$ cat src/hdl/swmin_pkg.sv
// ----------------------------------------------------------------------------
// swmin_pkg
// Shared widths, constants and the token type for the sliding-window
// minimum filter and its cell chain.
// ----------------------------------------------------------------------------
`default_nettype none

package swmin_pkg;

	localparam int unsigned SAMPLE_W       = 32;
	localparam int unsigned LEN_W          = 7;
	localparam int unsigned WINDOW_MAX_DEF = 64;

	localparam logic signed [SAMPLE_W-1:0] SAMPLE_MAX = {1'b0, {(SAMPLE_W-1){1'b1}}};

	// Running minimum handed from one cell to the next.
	typedef struct packed {
		logic                       act;
		logic signed [SAMPLE_W-1:0] val;
	} tok_t;

endpackage : swmin_pkg

`default_nettype wire

$ cat src/hdl/swmin_cell.sv
// ----------------------------------------------------------------------------
// swmin_cell
// One slot of the sample chain: holds one sample and folds it into the
// running-minimum token as the token passes by.
// ----------------------------------------------------------------------------
`default_nettype none

module swmin_cell
	import swmin_pkg::*;
#(
	parameter int unsigned IDX = 0
) (
	input  wire logic                       clk,
	input  wire logic                       arst_n,
	input  wire logic                       shift,
	input  wire logic                       adv,
	input  wire logic        [LEN_W-1:0]    window_len,
	input  wire logic signed [SAMPLE_W-1:0] sample_in,
	input  wire tok_t                       tok_in,
	output      logic signed [SAMPLE_W-1:0] sample_out,
	output      tok_t                       tok_out,
	output      logic                       hit
);

	localparam int unsigned CMP_W = (LEN_W > 32) ? LEN_W : 32;
	localparam logic [CMP_W-1:0] POS = CMP_W'(IDX + 1);

	logic signed [SAMPLE_W-1:0] sample_q;
	logic signed [SAMPLE_W-1:0] tok_q;
	logic                       act_q;
	logic                       last;

	// Shift the sample chain on each accepted word.
	always_ff @(posedge clk) begin
		if (shift) begin
			sample_q <= sample_in;
		end
	end

	// Advance the token unless the output side is stalled.
	always_ff @(posedge clk or negedge arst_n) begin
		if (!arst_n) begin
			act_q <= 1'b0;
		end else if (adv) begin
			act_q <= tok_in.act;
		end
	end

	always_ff @(posedge clk) begin
		if (adv && tok_in.act) begin
			tok_q <= (sample_q < tok_in.val) ? sample_q : tok_in.val;
		end
	end

	assign last        = (CMP_W'(window_len) == POS);
	assign sample_out  = sample_q;
	assign tok_out.act = act_q & ~last;
	assign tok_out.val = tok_q;
	assign hit         = act_q & last;

endmodule : swmin_cell

`default_nettype wire

$ cat config.mk
export PLATFORM = sky130hd
export DESIGN_NAME = swmin_cell
export DESIGN_NICKNAME = d
export VERILOG_FILES = /design/src/hdl/swmin_pkg.sv /design/src/hdl/swmin_cell.sv
export SDC_FILE = /design/constraint.sdc
export NUM_CORES = 1
export LEC_CHECK = 0
export BUFFER_PORTS_ARGS = -buffer_cell sky130_fd_sc_hd__buf_2
export CAP_MARGIN = 20
export CORE_UTILIZATION = 43
export DETAILED_ROUTE_END_ITERATION = 8
export PLACE_DENSITY = 0.77
export SLEW_MARGIN = 20
export SYNTH_ARGS = -nofsm -noshare
export SYNTH_HDL_FRONTEND = slang
export SYNTH_SLANG_ARGS = --single-unit
$ cat constraint.sdc
create_clock -name clk -period 2.7 [get_ports clk]
set_input_delay 0 -clock clk [delete_from_list [all_inputs] [get_ports clk]]
set_output_delay 0 -clock clk [all_outputs]
set_load 0.1 [all_outputs]
==> impl_metrics.env, run 1 <==
export IMPL_status="finished with violations"
export IMPL_violations="negative setup slack"
export IMPL_min_from="shift"
export IMPL_yosysTopAreaCellShare_pct=60.3
export IMPL_clockBufferDepth=2
export IMPL_hold_ws_ns=0.276
export IMPL_ys_types=28
export IMPL_drc=0
export IMPL_port_buffers=141
export IMPL_dpl_cell_area_sq_um=4040
export IMPL_start_util_pct=44.2
export IMPL_path_max_fanout=6
export IMPL_setup_viol=4
export IMPL_die_area_sq_um=7770
export IMPL_syn_avg_cell_area_sq_um=14.5
export IMPL_synth_edf_count=64
export IMPL_cts_sinks=65
export IMPL_slew_headroom_pct=46.0
export IMPL_fillers=517
export IMPL_cts_buffers=9
export IMPL_setup_slack_ns=-0.00859
export IMPL_fin_tns_setup_ns=-0.0203
export IMPL_startpoint_type="register"
export IMPL_grt_first_pass_wirelength_um=12800
export IMPL_place_hpwl_um=5050
export IMPL_yosys_area_top_type="edfxtp_1"
export IMPL_drtAntennaViolNets=0
export IMPL_clk_pin_slew_worst_paths_ns=0.07
export IMPL_num_rows=31
export IMPL_instances_no_fill=554
export IMPL_first_pass_iters=4
export IMPL_crit_path_end_kind="register"
export IMPL_path_delay_family="compound AO/OA/AOI/OAI gates"
export IMPL_syn_num_nets=327
export IMPL_synth_main_ff_cell="edfxtp_1"
export IMPL_slew_viol_final=0
export IMPL_area_delta_synth_final_pct=62.0
export IMPL_period_needed_ns=2.71
export IMPL_fmax_mhz=369
export IMPL_path_cells="ha_4 -> a211o_1 -> a31oi_1 -> o221ai_1 -> a211o_1 -> a211oi_4 -> buf_6 -> buf_16 -> mux2_2"
export IMPL_reg2reg_depth=9
export IMPL_critPathBufInv=2
export IMPL_grt_max_degree=34
export IMPL_die_height_um=88.1
export IMPL_fin_nets=559
export IMPL_synth_seq_cells=65
export IMPL_antenna_found_initial=0
export IMPL_htree_levels=3
export IMPL_ir_drop_uv=327
export IMPL_wl_per_cell_um=15.7
export IMPL_min_path_cells=1
export IMPL_cp_arrival_ns=2.80
export IMPL_antenna_cells=0
export IMPL_grt_usage_pct=22.6
export IMPL_critPathRequiredTime_ns=2.79
export IMPL_slowest_delay_ns=0.44
export IMPL_p_leak_uw=0.00243
export IMPL_worst_r2r_setup_slack_ns=-0.009
export IMPL_fin_worst_skew_ns=0.00715
export IMPL_syn_instance_count=220
export IMPL_drt_iter0_drc=84
export IMPL_dp_cells=461
export IMPL_viasPerCell=4.82
export IMPL_power_density_nw_per_um2=614
export IMPL_path_common_cell="a211o_1"
export IMPL_grt_ovfl_total=0
export IMPL_ys_seq_area_share_pct=61.0
export IMPL_final_layout_size_suffix_gt1_share_pct=45.7
export IMPL_first_global_vias=2764
export IMPL_netlist_area_sq_um=3190
export IMPL_cp_slowest_cell="edfxtp_1"
export IMPL_max_cap_viol_count=0
export IMPL_cp_startpoint="sample_out[2]$_DFFE_PP_"
export IMPL_rr_startpoint="sample_out[2]$_DFFE_PP_"
export IMPL_synthArstFlopShare_pct=1.54
export IMPL_pre_cts_slack_ns=-0.128
export IMPL_io_pins=142
export IMPL_tritoncts="done"
export IMPL_ys_top_cells_by_area="edfxtp_1 60%, ha_1 12%, mux2_2 11%, inv_1 3.9%, a21oi_1 1.9%"
export IMPL_core_area_sq_um=7210
export IMPL_fp_dieW_um=88.1
export IMPL_worstMarginPinSlew_ns=0.810
export IMPL_path_depth=9
export IMPL_gp_congestion=0.787
export IMPL_cts_root_buffer="clkbuf_8"
export IMPL_hold_violations=0
export IMPL_insertion_delay_ns=0.34
export IMPL_drt_total_wl_um=8710
export IMPL_min_path_type="in -> reg"
export IMPL_design_area_sq_um=5170
export IMPL_r2r_end="tok_q[6]$_DFFE_PP_"
export IMPL_ys_warn_count=0
export IMPL_vias=2672
export IMPL_period_share_pct=100
export IMPL_path_class="reg -> reg"
export IMPL_crit_end="tok_q[6]$_DFFE_PP_"
export IMPL_rsz0062_at_grt="true"
## where the power goes
part / internal, uW / switching, uW
logic: 462 / 800
registers: 1210 / 41.8
clock network: 318 / 338
## registers in the layout (all words and copies together), names as in the netlist
signal and flops:
sample_out 32, tok_q 32, act_q 1
## cell usage after synthesis (2+ instances only)
cell / count
nand4_1: 3
mux2_1: 2
inv_1: 33
nand3_1: 4
mux2_2: 30
ha_1: 31
buf_6: 3
and2_1: 3
o21ai_0: 3
nor2_1: 6
nand2_1: 7
a211o_1: 2
and4_1: 2
a21o_1: 2
edfxtp_1: 64
a31oi_1: 2
a21oi_1: 12
## stage by stage
stage	power (uW)	utilization, %
floorplan	2050	-
global placement	2240	55.9
detailed placement	2260	55.9
CTS	3140	70.4
global route	3280	71.6
finish	3170	71.6
## how the worst min path moves through the flow
stage	end	slack, ns
final	sample_out[30]$_DFFE_PP_	0.28
after global routing	sample_out[24]$_DFFE_PP_	0.31
after CTS	sample_out[30]$_DFFE_PP_	0.28
after detailed placement	act_q$_DFFE_PN0P_	-0.22
after global placement	act_q$_DFFE_PN0P_	-0.22
after floorplan	act_q$_DFFE_PN0P_	-0.30
## layout by cell type, fill, tap and decap left out, types with 3 or more instances in the layout
cell,Yosys,layout
a21oi_1,12,12
buf_16,0,3
buf_2,0,141
buf_4,0,9
clkbuf_1,0,3
clkbuf_8,0,9
dlygate4sd3_1,0,67
edfxtp_1,64,64
ha_1,31,27
ha_4,0,3
inv_1,33,33
mux2_2,30,4
mux2_4,0,28
nand2_1,7,7
nand3_1,4,4
nand4_1,3,3
nor2_1,6,6
## cell families after synthesis
logic type,count (synthesis),share of synthesized area (%)
adders and majority gates,31,12.2
and+or+nand+nor,28,4.47
AOI/OAI and AO/OA,28,6.08
DFF,65,61.0
buffers and inverters,36,4.94
muxes,32,11.3
## per-layer routing
metal / up-vias / routed length, um / global-route usage [%]
li1: 1284 / - / -
met2: 104 / 4680 / 41.4
met3: 18 / 460 / 4.81
met1: 1266 / 3370 / 24.9
met4: 0 / 190 / 10.7
met5: - / 0 / 0
## repair_timing
item	4_1_cts	5_1_grt
hold buffers	67	0
pin swaps	5	8
endpoints found under the setup margin	31	31
endpoints found under the hold margin	66	0
buffers inserted	5	4
resized for setup	32	10
gates cloned	3	0
## area by class of cell
class | instances | area, sq um | share of cell area (%)
clock inverter | 2 | 7.51 | 0.145
tap | 99 | 124 | 2.40
clock buffer | 12 | 135 | 2.62
timing repair buffer | 224 | 1580 | 30.7
sequential | 65 | 1950 | 37.7
multi-input combinational | 119 | 1250 | 24.1
inverter | 33 | 124 | 2.40
(Power assumes the default switching activity.)
==> run 2: changes to the inputs <==
--- a/config.mk
+++ b/config.mk
@@ -5,9 +5,10 @@
 export SDC_FILE = /design/constraint.sdc
 export NUM_CORES = 1
 export LEC_CHECK = 0
+export ABC_AREA = 1
 export BUFFER_PORTS_ARGS = -buffer_cell sky130_fd_sc_hd__buf_2
 export CAP_MARGIN = 20
-export CORE_UTILIZATION = 43
+export CORE_UTILIZATION = 44
 export DETAILED_ROUTE_END_ITERATION = 8
 export PLACE_DENSITY = 0.77
 export SLEW_MARGIN = 20
==> impl_metrics.env, run 2 <==
export IMPL_status="finished, final reports clean"
export IMPL_wl_per_cell_um=14.9
export IMPL_fillers=550
export IMPL_drt_total_wl_um=9470
export IMPL_htree_levels=3
export IMPL_postLayoutCoreUtil_pct=68.1
export IMPL_final_layout_size_suffix_gt1_share_pct=30.7
export IMPL_layout_cells_most_common="buf_2"
export IMPL_start_util_pct=46.3
export IMPL_setup_viol=0
export IMPL_power_density_nw_per_um2=638
export IMPL_fp_dieW_um=90.0
export IMPL_rsz0062_at_grt="false"
export IMPL_hold_violations=0
export IMPL_die_area_sq_um=8110
export IMPL_cts_sinks=65
export IMPL_tritoncts="done"
export IMPL_drt_iter0_drc=179
export IMPL_slew_headroom_pct=45.2
export IMPL_cts_resized=0
export IMPL_cp_arrival_ns=2.68
export IMPL_ys_warn_count=0
export IMPL_first_pass_iters=5
export IMPL_cts_setup_buffers=0
export IMPL_crit_path_end_kind="register"
export IMPL_clk_pin_slew_worst_paths_ns=0.07
export IMPL_vias=3140
export IMPL_port_buffers=141
export IMPL_critPathRequiredTime_ns=2.90
export IMPL_synth_edf_count=64
export IMPL_p_leak_uw=0.00247
export IMPL_first_global_vias=3326
export IMPL_insertion_delay_ns=0.33
export IMPL_syn_avg_cell_area_sq_um=10.7
export IMPL_grt_max_degree=33
export IMPL_setup_slack_ns=0.220
export IMPL_reg2reg_depth=10
export IMPL_dp_cells=552
export IMPL_ir_drop_uv=382
export IMPL_worstMarginPinSlew_ns=0.822
export IMPL_synth_seq_cells=65
export IMPL_core_area_sq_um=7370
export IMPL_min_path_cells=3
export IMPL_fin_worst_skew_ns=0.00769
export IMPL_fmax_mhz=403
export IMPL_path_class="reg -> reg"
export IMPL_ys_top_cells_by_area="edfxtp_1 56%, ha_1 11%, nand3_1 9.4%, nand2_1 6.7%, inv_1 4.7%"
export IMPL_antenna_cells=0
export IMPL_slew_viol_final=0
export IMPL_synth_main_ff_cell="edfxtp_1"
export IMPL_ys_top_cells_by_count="64 x edfxtp_1, 64 x nand3_1, 61 x nand2_1"
export IMPL_path_max_fanout=31
export IMPL_startpoint_type="register"
export IMPL_min_path_type="in -> reg"
export IMPL_place_hpwl_um=5880
export IMPL_gp_congestion=0.758
export IMPL_instances_no_fill=634
export IMPL_fin_tns_setup_ns=0
export IMPL_drtAntennaViolNets=0
export IMPL_syn_num_nets=427
export IMPL_antenna_found_initial=0
export IMPL_drc=0
export IMPL_layout_common_cells="141 x buf_2, 66 x dlygate4sd3_1, 64 x nand3_1, 64 x edfxtp_1, 61 x nand2_1"
export IMPL_grt_first_pass_wirelength_um=15000
export IMPL_grt_ovfl_total=0
export IMPL_io_pins=142
export IMPL_viasPerCell=4.95
export IMPL_clockBufferDepth=2
export IMPL_syn_instance_count=320
export IMPL_synthArstFlopShare_pct=1.54
export IMPL_period_share_pct=91.9
export IMPL_num_rows=31
export IMPL_cts_root_buffer="clkbuf_8"
export IMPL_netlist_area_sq_um=3410
export IMPL_ys_seq_area_share_pct=57.1
export IMPL_p_total_uw=3200
export IMPL_max_cap_viol_count=0
export IMPL_cts_hold_buf=66
export IMPL_cts_buffers=9
export IMPL_ys_types=21
export IMPL_area_delta_synth_final_pct=47.2
export IMPL_yosysTopAreaCellShare_pct=56.3
export IMPL_pre_cts_slack_ns=0.219
export IMPL_period_needed_ns=2.48
export IMPL_fin_nets=637
export IMPL_yosys_area_top_type="edfxtp_1"
export IMPL_die_height_um=90.0
export IMPL_grt_usage_pct=24.1
-- run 2: changes by cell type in the layout (fill, tap and decap cells not counted), moves of 4 or more --
cell	delta
nand2_1	+54
mux2_4	-28
inv_1	+10
mux2_2	-4
ha_1	+4
buf_4	-7
nand3_1	+60
o21ai_0	+4
-- run 2: critical path, stage by stage (launching register included) --
cell,delay (ns)
edfxtp_1,0.43
ha_1,0.32
a21oi_1,0.16
o21ai_0,0.13
nand2_1,0.08
nand3_1,0.12
a21oi_4,0.25
nand2_4,0.09
nand2_2,0.49
nand3_1,0.17
nand2_1,0.11
-- run 2: where the power goes --
| part | internal [uW] | switching (uW) |
|---|---|---|
| Clock | 411 | 354 |
| Sequential | 1220 | 44.0 |
| Combinational | 296 | 874 |
| Total | 1930 | 1270 |
-- run 2: per-stage QoR --
stage	cell area, sq um	hold slack, ns
2_1_floorplan	3410	-0.296
3_3_place_gp	4180	-0.225
3_5_place_dp	4180	-0.222
4_1_cts	5020	0.00176
5_1_grt	5020	0.00159
6_report	5020	0.0154
-- run 2: final timing paths --
check | start | to | slack [ns]
hold / removal | tok_in[5] | tok_q[5]$_DFFE_PP_ | 0.02
hold reg to reg | sample_out[15]$_DFFE_PP_ | tok_q[15]$_DFFE_PP_ | 0.61
min in group asynchronous | arst_n | act_q$_DFFE_PN0P_ | 0.49
setup / recovery | sample_out[19]$_DFFE_PP_ | tok_q[7]$_DFFE_PP_ | 0.22
max in group asynchronous | arst_n | act_q$_DFFE_PN0P_ | 2.11
setup reg to reg | sample_out[19]$_DFFE_PP_ | tok_q[7]$_DFFE_PP_ | 0.22
-- run 2: logic make-up after synthesis --
| logic type | after synthesis | share of synthesized area [%] |
|---|---|---|
| fa+ha+maj | 31 | 11.4 |
| simple gates | 147 | 19.9 |
| flops | 65 | 57.1 |
| compound gates | 22 | 3.63 |
| buf+inv | 55 | 8.03 |
-- run 2: routing by layer --
layer  vias up  track usage (%)  routed length (um)
met2       175             46.2                5130
met1      1425             24.0                3370
met3        19             5.84                 772
met5         -                0                   0
met4         0             11.7                 191
li1       1521                -                   -
-- run 2: layout make-up --
type / instances / area [sq um] / area share [%]
clock buffers: 10 / 128 / 2.54
flip-flops and latches: 65 / 1950 / 38.8
well taps: 99 / 124 / 2.47
repair buffers: 211 / 1420 / 28.3
clock inverters: 6 / 48.8 / 0.972
inverters: 43 / 161 / 3.22
multi-input cells: 200 / 1190 / 23.7
==> run 3: changes to the inputs <==
--- a/config.mk
+++ b/config.mk
@@ -5,12 +5,12 @@
 export SDC_FILE = /design/constraint.sdc
 export NUM_CORES = 1
 export LEC_CHECK = 0
-export ABC_AREA = 1
 export BUFFER_PORTS_ARGS = -buffer_cell sky130_fd_sc_hd__buf_2
 export CAP_MARGIN = 20
 export CORE_UTILIZATION = 44
+export CTS_BUF_LIST = sky130_fd_sc_hd__clkbuf_8
 export DETAILED_ROUTE_END_ITERATION = 8
-export PLACE_DENSITY = 0.77
+export PLACE_DENSITY = 0.78
 export SLEW_MARGIN = 20
 export SYNTH_ARGS = -nofsm -noshare
 export SYNTH_HDL_FRONTEND = slang
==> impl_metrics.env, run 3 (synthesized netlist as in run 1, its figures left out) <==
export IMPL_status="finished with violations"
export IMPL_violations="negative setup slack"
export IMPL_cts_setup_buffers=0
export IMPL_drtAntennaViolNets=0
export IMPL_fin_nets=549
export IMPL_grt_ovfl_total=0
export IMPL_wl_per_cell_um=14.8
export IMPL_slew_headroom_pct=43.2
export IMPL_rsz0062_at_grt="true"
export IMPL_setup_slack_ns=-0.0237
export IMPL_hold_violations=0
export IMPL_period_share_pct=101
export IMPL_fp_dieW_um=87.1
export IMPL_port_buffers=141
export IMPL_cts_root_buffer="clkbuf_8"
export IMPL_grt_usage_pct=21.7
export IMPL_viasPerCell=4.72
export IMPL_slew_viol_final=0
export IMPL_cp_slowest_cell="edfxtp_1"
export IMPL_instances_no_fill=542
export IMPL_drt_iter0_drc=42
export IMPL_fillers=505
export IMPL_worstMarginPinSlew_ns=0.851
export IMPL_period_needed_ns=2.72
export IMPL_crit_path_end_kind="register"
export IMPL_hold_ws_ns=0.295
export IMPL_startpoint_type="register"
export IMPL_grt_first_pass_wirelength_um=12000
export IMPL_grt_max_degree=34
export IMPL_drt_total_wl_um=8030
export IMPL_path_delay_family="compound AO/OA/AOI/OAI gates"
export IMPL_core_area_sq_um=6910
export IMPL_cts_buffers=9
export IMPL_vias=2557
export IMPL_gp_congestion=0.731
export IMPL_path_class="reg -> reg"
export IMPL_critPathRequiredTime_ns=2.80
export IMPL_drc=0
export IMPL_place_hpwl_um=4960
export IMPL_max_cap_viol_count=0
export IMPL_cp_arrival_ns=2.82
export IMPL_htree_levels=3
export IMPL_p_leak_uw=0.00227
export IMPL_cts_sinks=65
export IMPL_first_global_vias=2633
export IMPL_die_area_sq_um=7590
export IMPL_fmax_mhz=367
export IMPL_setup_viol=22
export IMPL_min_path_type="in -> reg"
export IMPL_num_rows=30
export IMPL_critPathBufInv=1
export IMPL_design_area_sq_um=4900
export IMPL_layout_cells_most_common="buf_2"
export IMPL_start_util_pct=46.2
export IMPL_tritoncts="done"
export IMPL_power_density_nw_per_um2=615
export IMPL_antenna_found_initial=0
export IMPL_io_pins=142
export IMPL_layout_common_cells="141 x buf_2, 67 x dlygate4sd3_1, 64 x edfxtp_1"
export IMPL_die_height_um=87.1
export IMPL_clockBufferDepth=2
export IMPL_fin_worst_skew_ns=0.0104
export IMPL_dp_cells=460
export IMPL_dpl_cell_area_sq_um=4050
export IMPL_area_delta_synth_final_pct=53.7
export IMPL_path_cells="ha_1 -> a21o_1 -> a221o_1 -> a211oi_2 -> o22ai_2 -> a211oi_4 -> buf_12 -> mux2_2"
export IMPL_ir_drop_uv=323
export IMPL_insertion_delay_ns=0.35
export IMPL_first_pass_iters=3
export IMPL_final_layout_size_suffix_gt1_share_pct=43.3
export IMPL_slowest_delay_ns=0.41
export IMPL_path_max_fanout=18
export IMPL_clk_pin_slew_worst_paths_ns=0.07
export IMPL_postLayoutCoreUtil_pct=71.0
export IMPL_antenna_cells=0
[run 3: cell types whose count changed in the layout (fill, tap and decap cells not counted), sizes merged, moves of 3 or more]
| cell | delta |
|---|---|
| nand3 | -62 |
| nand2 | -58 |
| mux2 | +32 |
| inv | -10 |
| nor2 | -4 |
| a21oi | -3 |
| nor3 | -3 |
| o21ai | -3 |
[run 3: cell type report]
type | instances | area, sq um | area share, %
clock inverter | 6 | 26.3 | 0.536
timing repair buffer | 214 | 1440 | 29.3
clock buffer | 9 | 124 | 2.53
sequential | 65 | 1950 | 39.7
tap | 96 | 120 | 2.45
inverter | 33 | 124 | 2.53
multi-input combinational | 119 | 1120 | 22.9
[run 3: timing repair]
item,CTS,global route
hold buffers,67,0
setup endpoints to repair,14,31
endpoints found under the hold margin,66,0
gates resized for setup,1,8
[run 3: path summary, 6_finish.rpt]
check,depth (start not counted),to,slack [ns],start
min in group asynchronous,3,act_q$_DFFE_PN0P_,0.50,arst_n
setup reg to reg,8,tok_q[14]$_DFFE_PP_,-0.02,sample_out[25]$_DFFE_PP_
max in group asynchronous,3,act_q$_DFFE_PN0P_,2.10,arst_n
setup / recovery,8,tok_q[14]$_DFFE_PP_,-0.02,sample_out[25]$_DFFE_PP_
hold reg to reg,2,act_q$_DFFE_PN0P_,0.54,act_q$_DFFE_PN0P_
hold / removal,1,sample_out[30]$_DFFE_PP_,0.30,shift
[run 3: worst register-to-register path, stage by stage (launching register included)]
cell and delay, ns:
edfxtp_1 0.41, ha_1 0.34, a21o_1 0.19, a221o_1 0.32, a211oi_2 0.25, o22ai_2 0.14, a211oi_4 0.25, buf_12 0.22
mux2_2 0.35
[run 3: routing by layer]
metal	up-vias	share of wire [%]	global-route usage, %
li1	1266	-	-
met1	1205	39	23.2
met2	76	54	41.3
met3	10	4.8	5.50
met4	0	1.4	7.75
met5	-	0	0
[run 3: stage by stage]
stage | setup WS [ns] | power (uW) | TNS [ns]
final | -0.0237 | 3020 | -0.253
after global routing | -0.154 | 3130 | -4.17
after CTS | -0.0291 | 3010 | -0.442
after detailed placement | -0.0660 | 2260 | -0.682
after global placement | 0.00150 | 2250 | 0
after floorplan | -0.518 | 2050 | -16.08
[run 3: power breakdown]
group / internal, uW / switching (uW) / leakage, uW
registers: 1210 / 38.5 / 0.000626
logic: 341 / 749 / 0.00157
clock network: 313 / 361 / 0.0000811
total: 1870 / 1150 / 0.00227
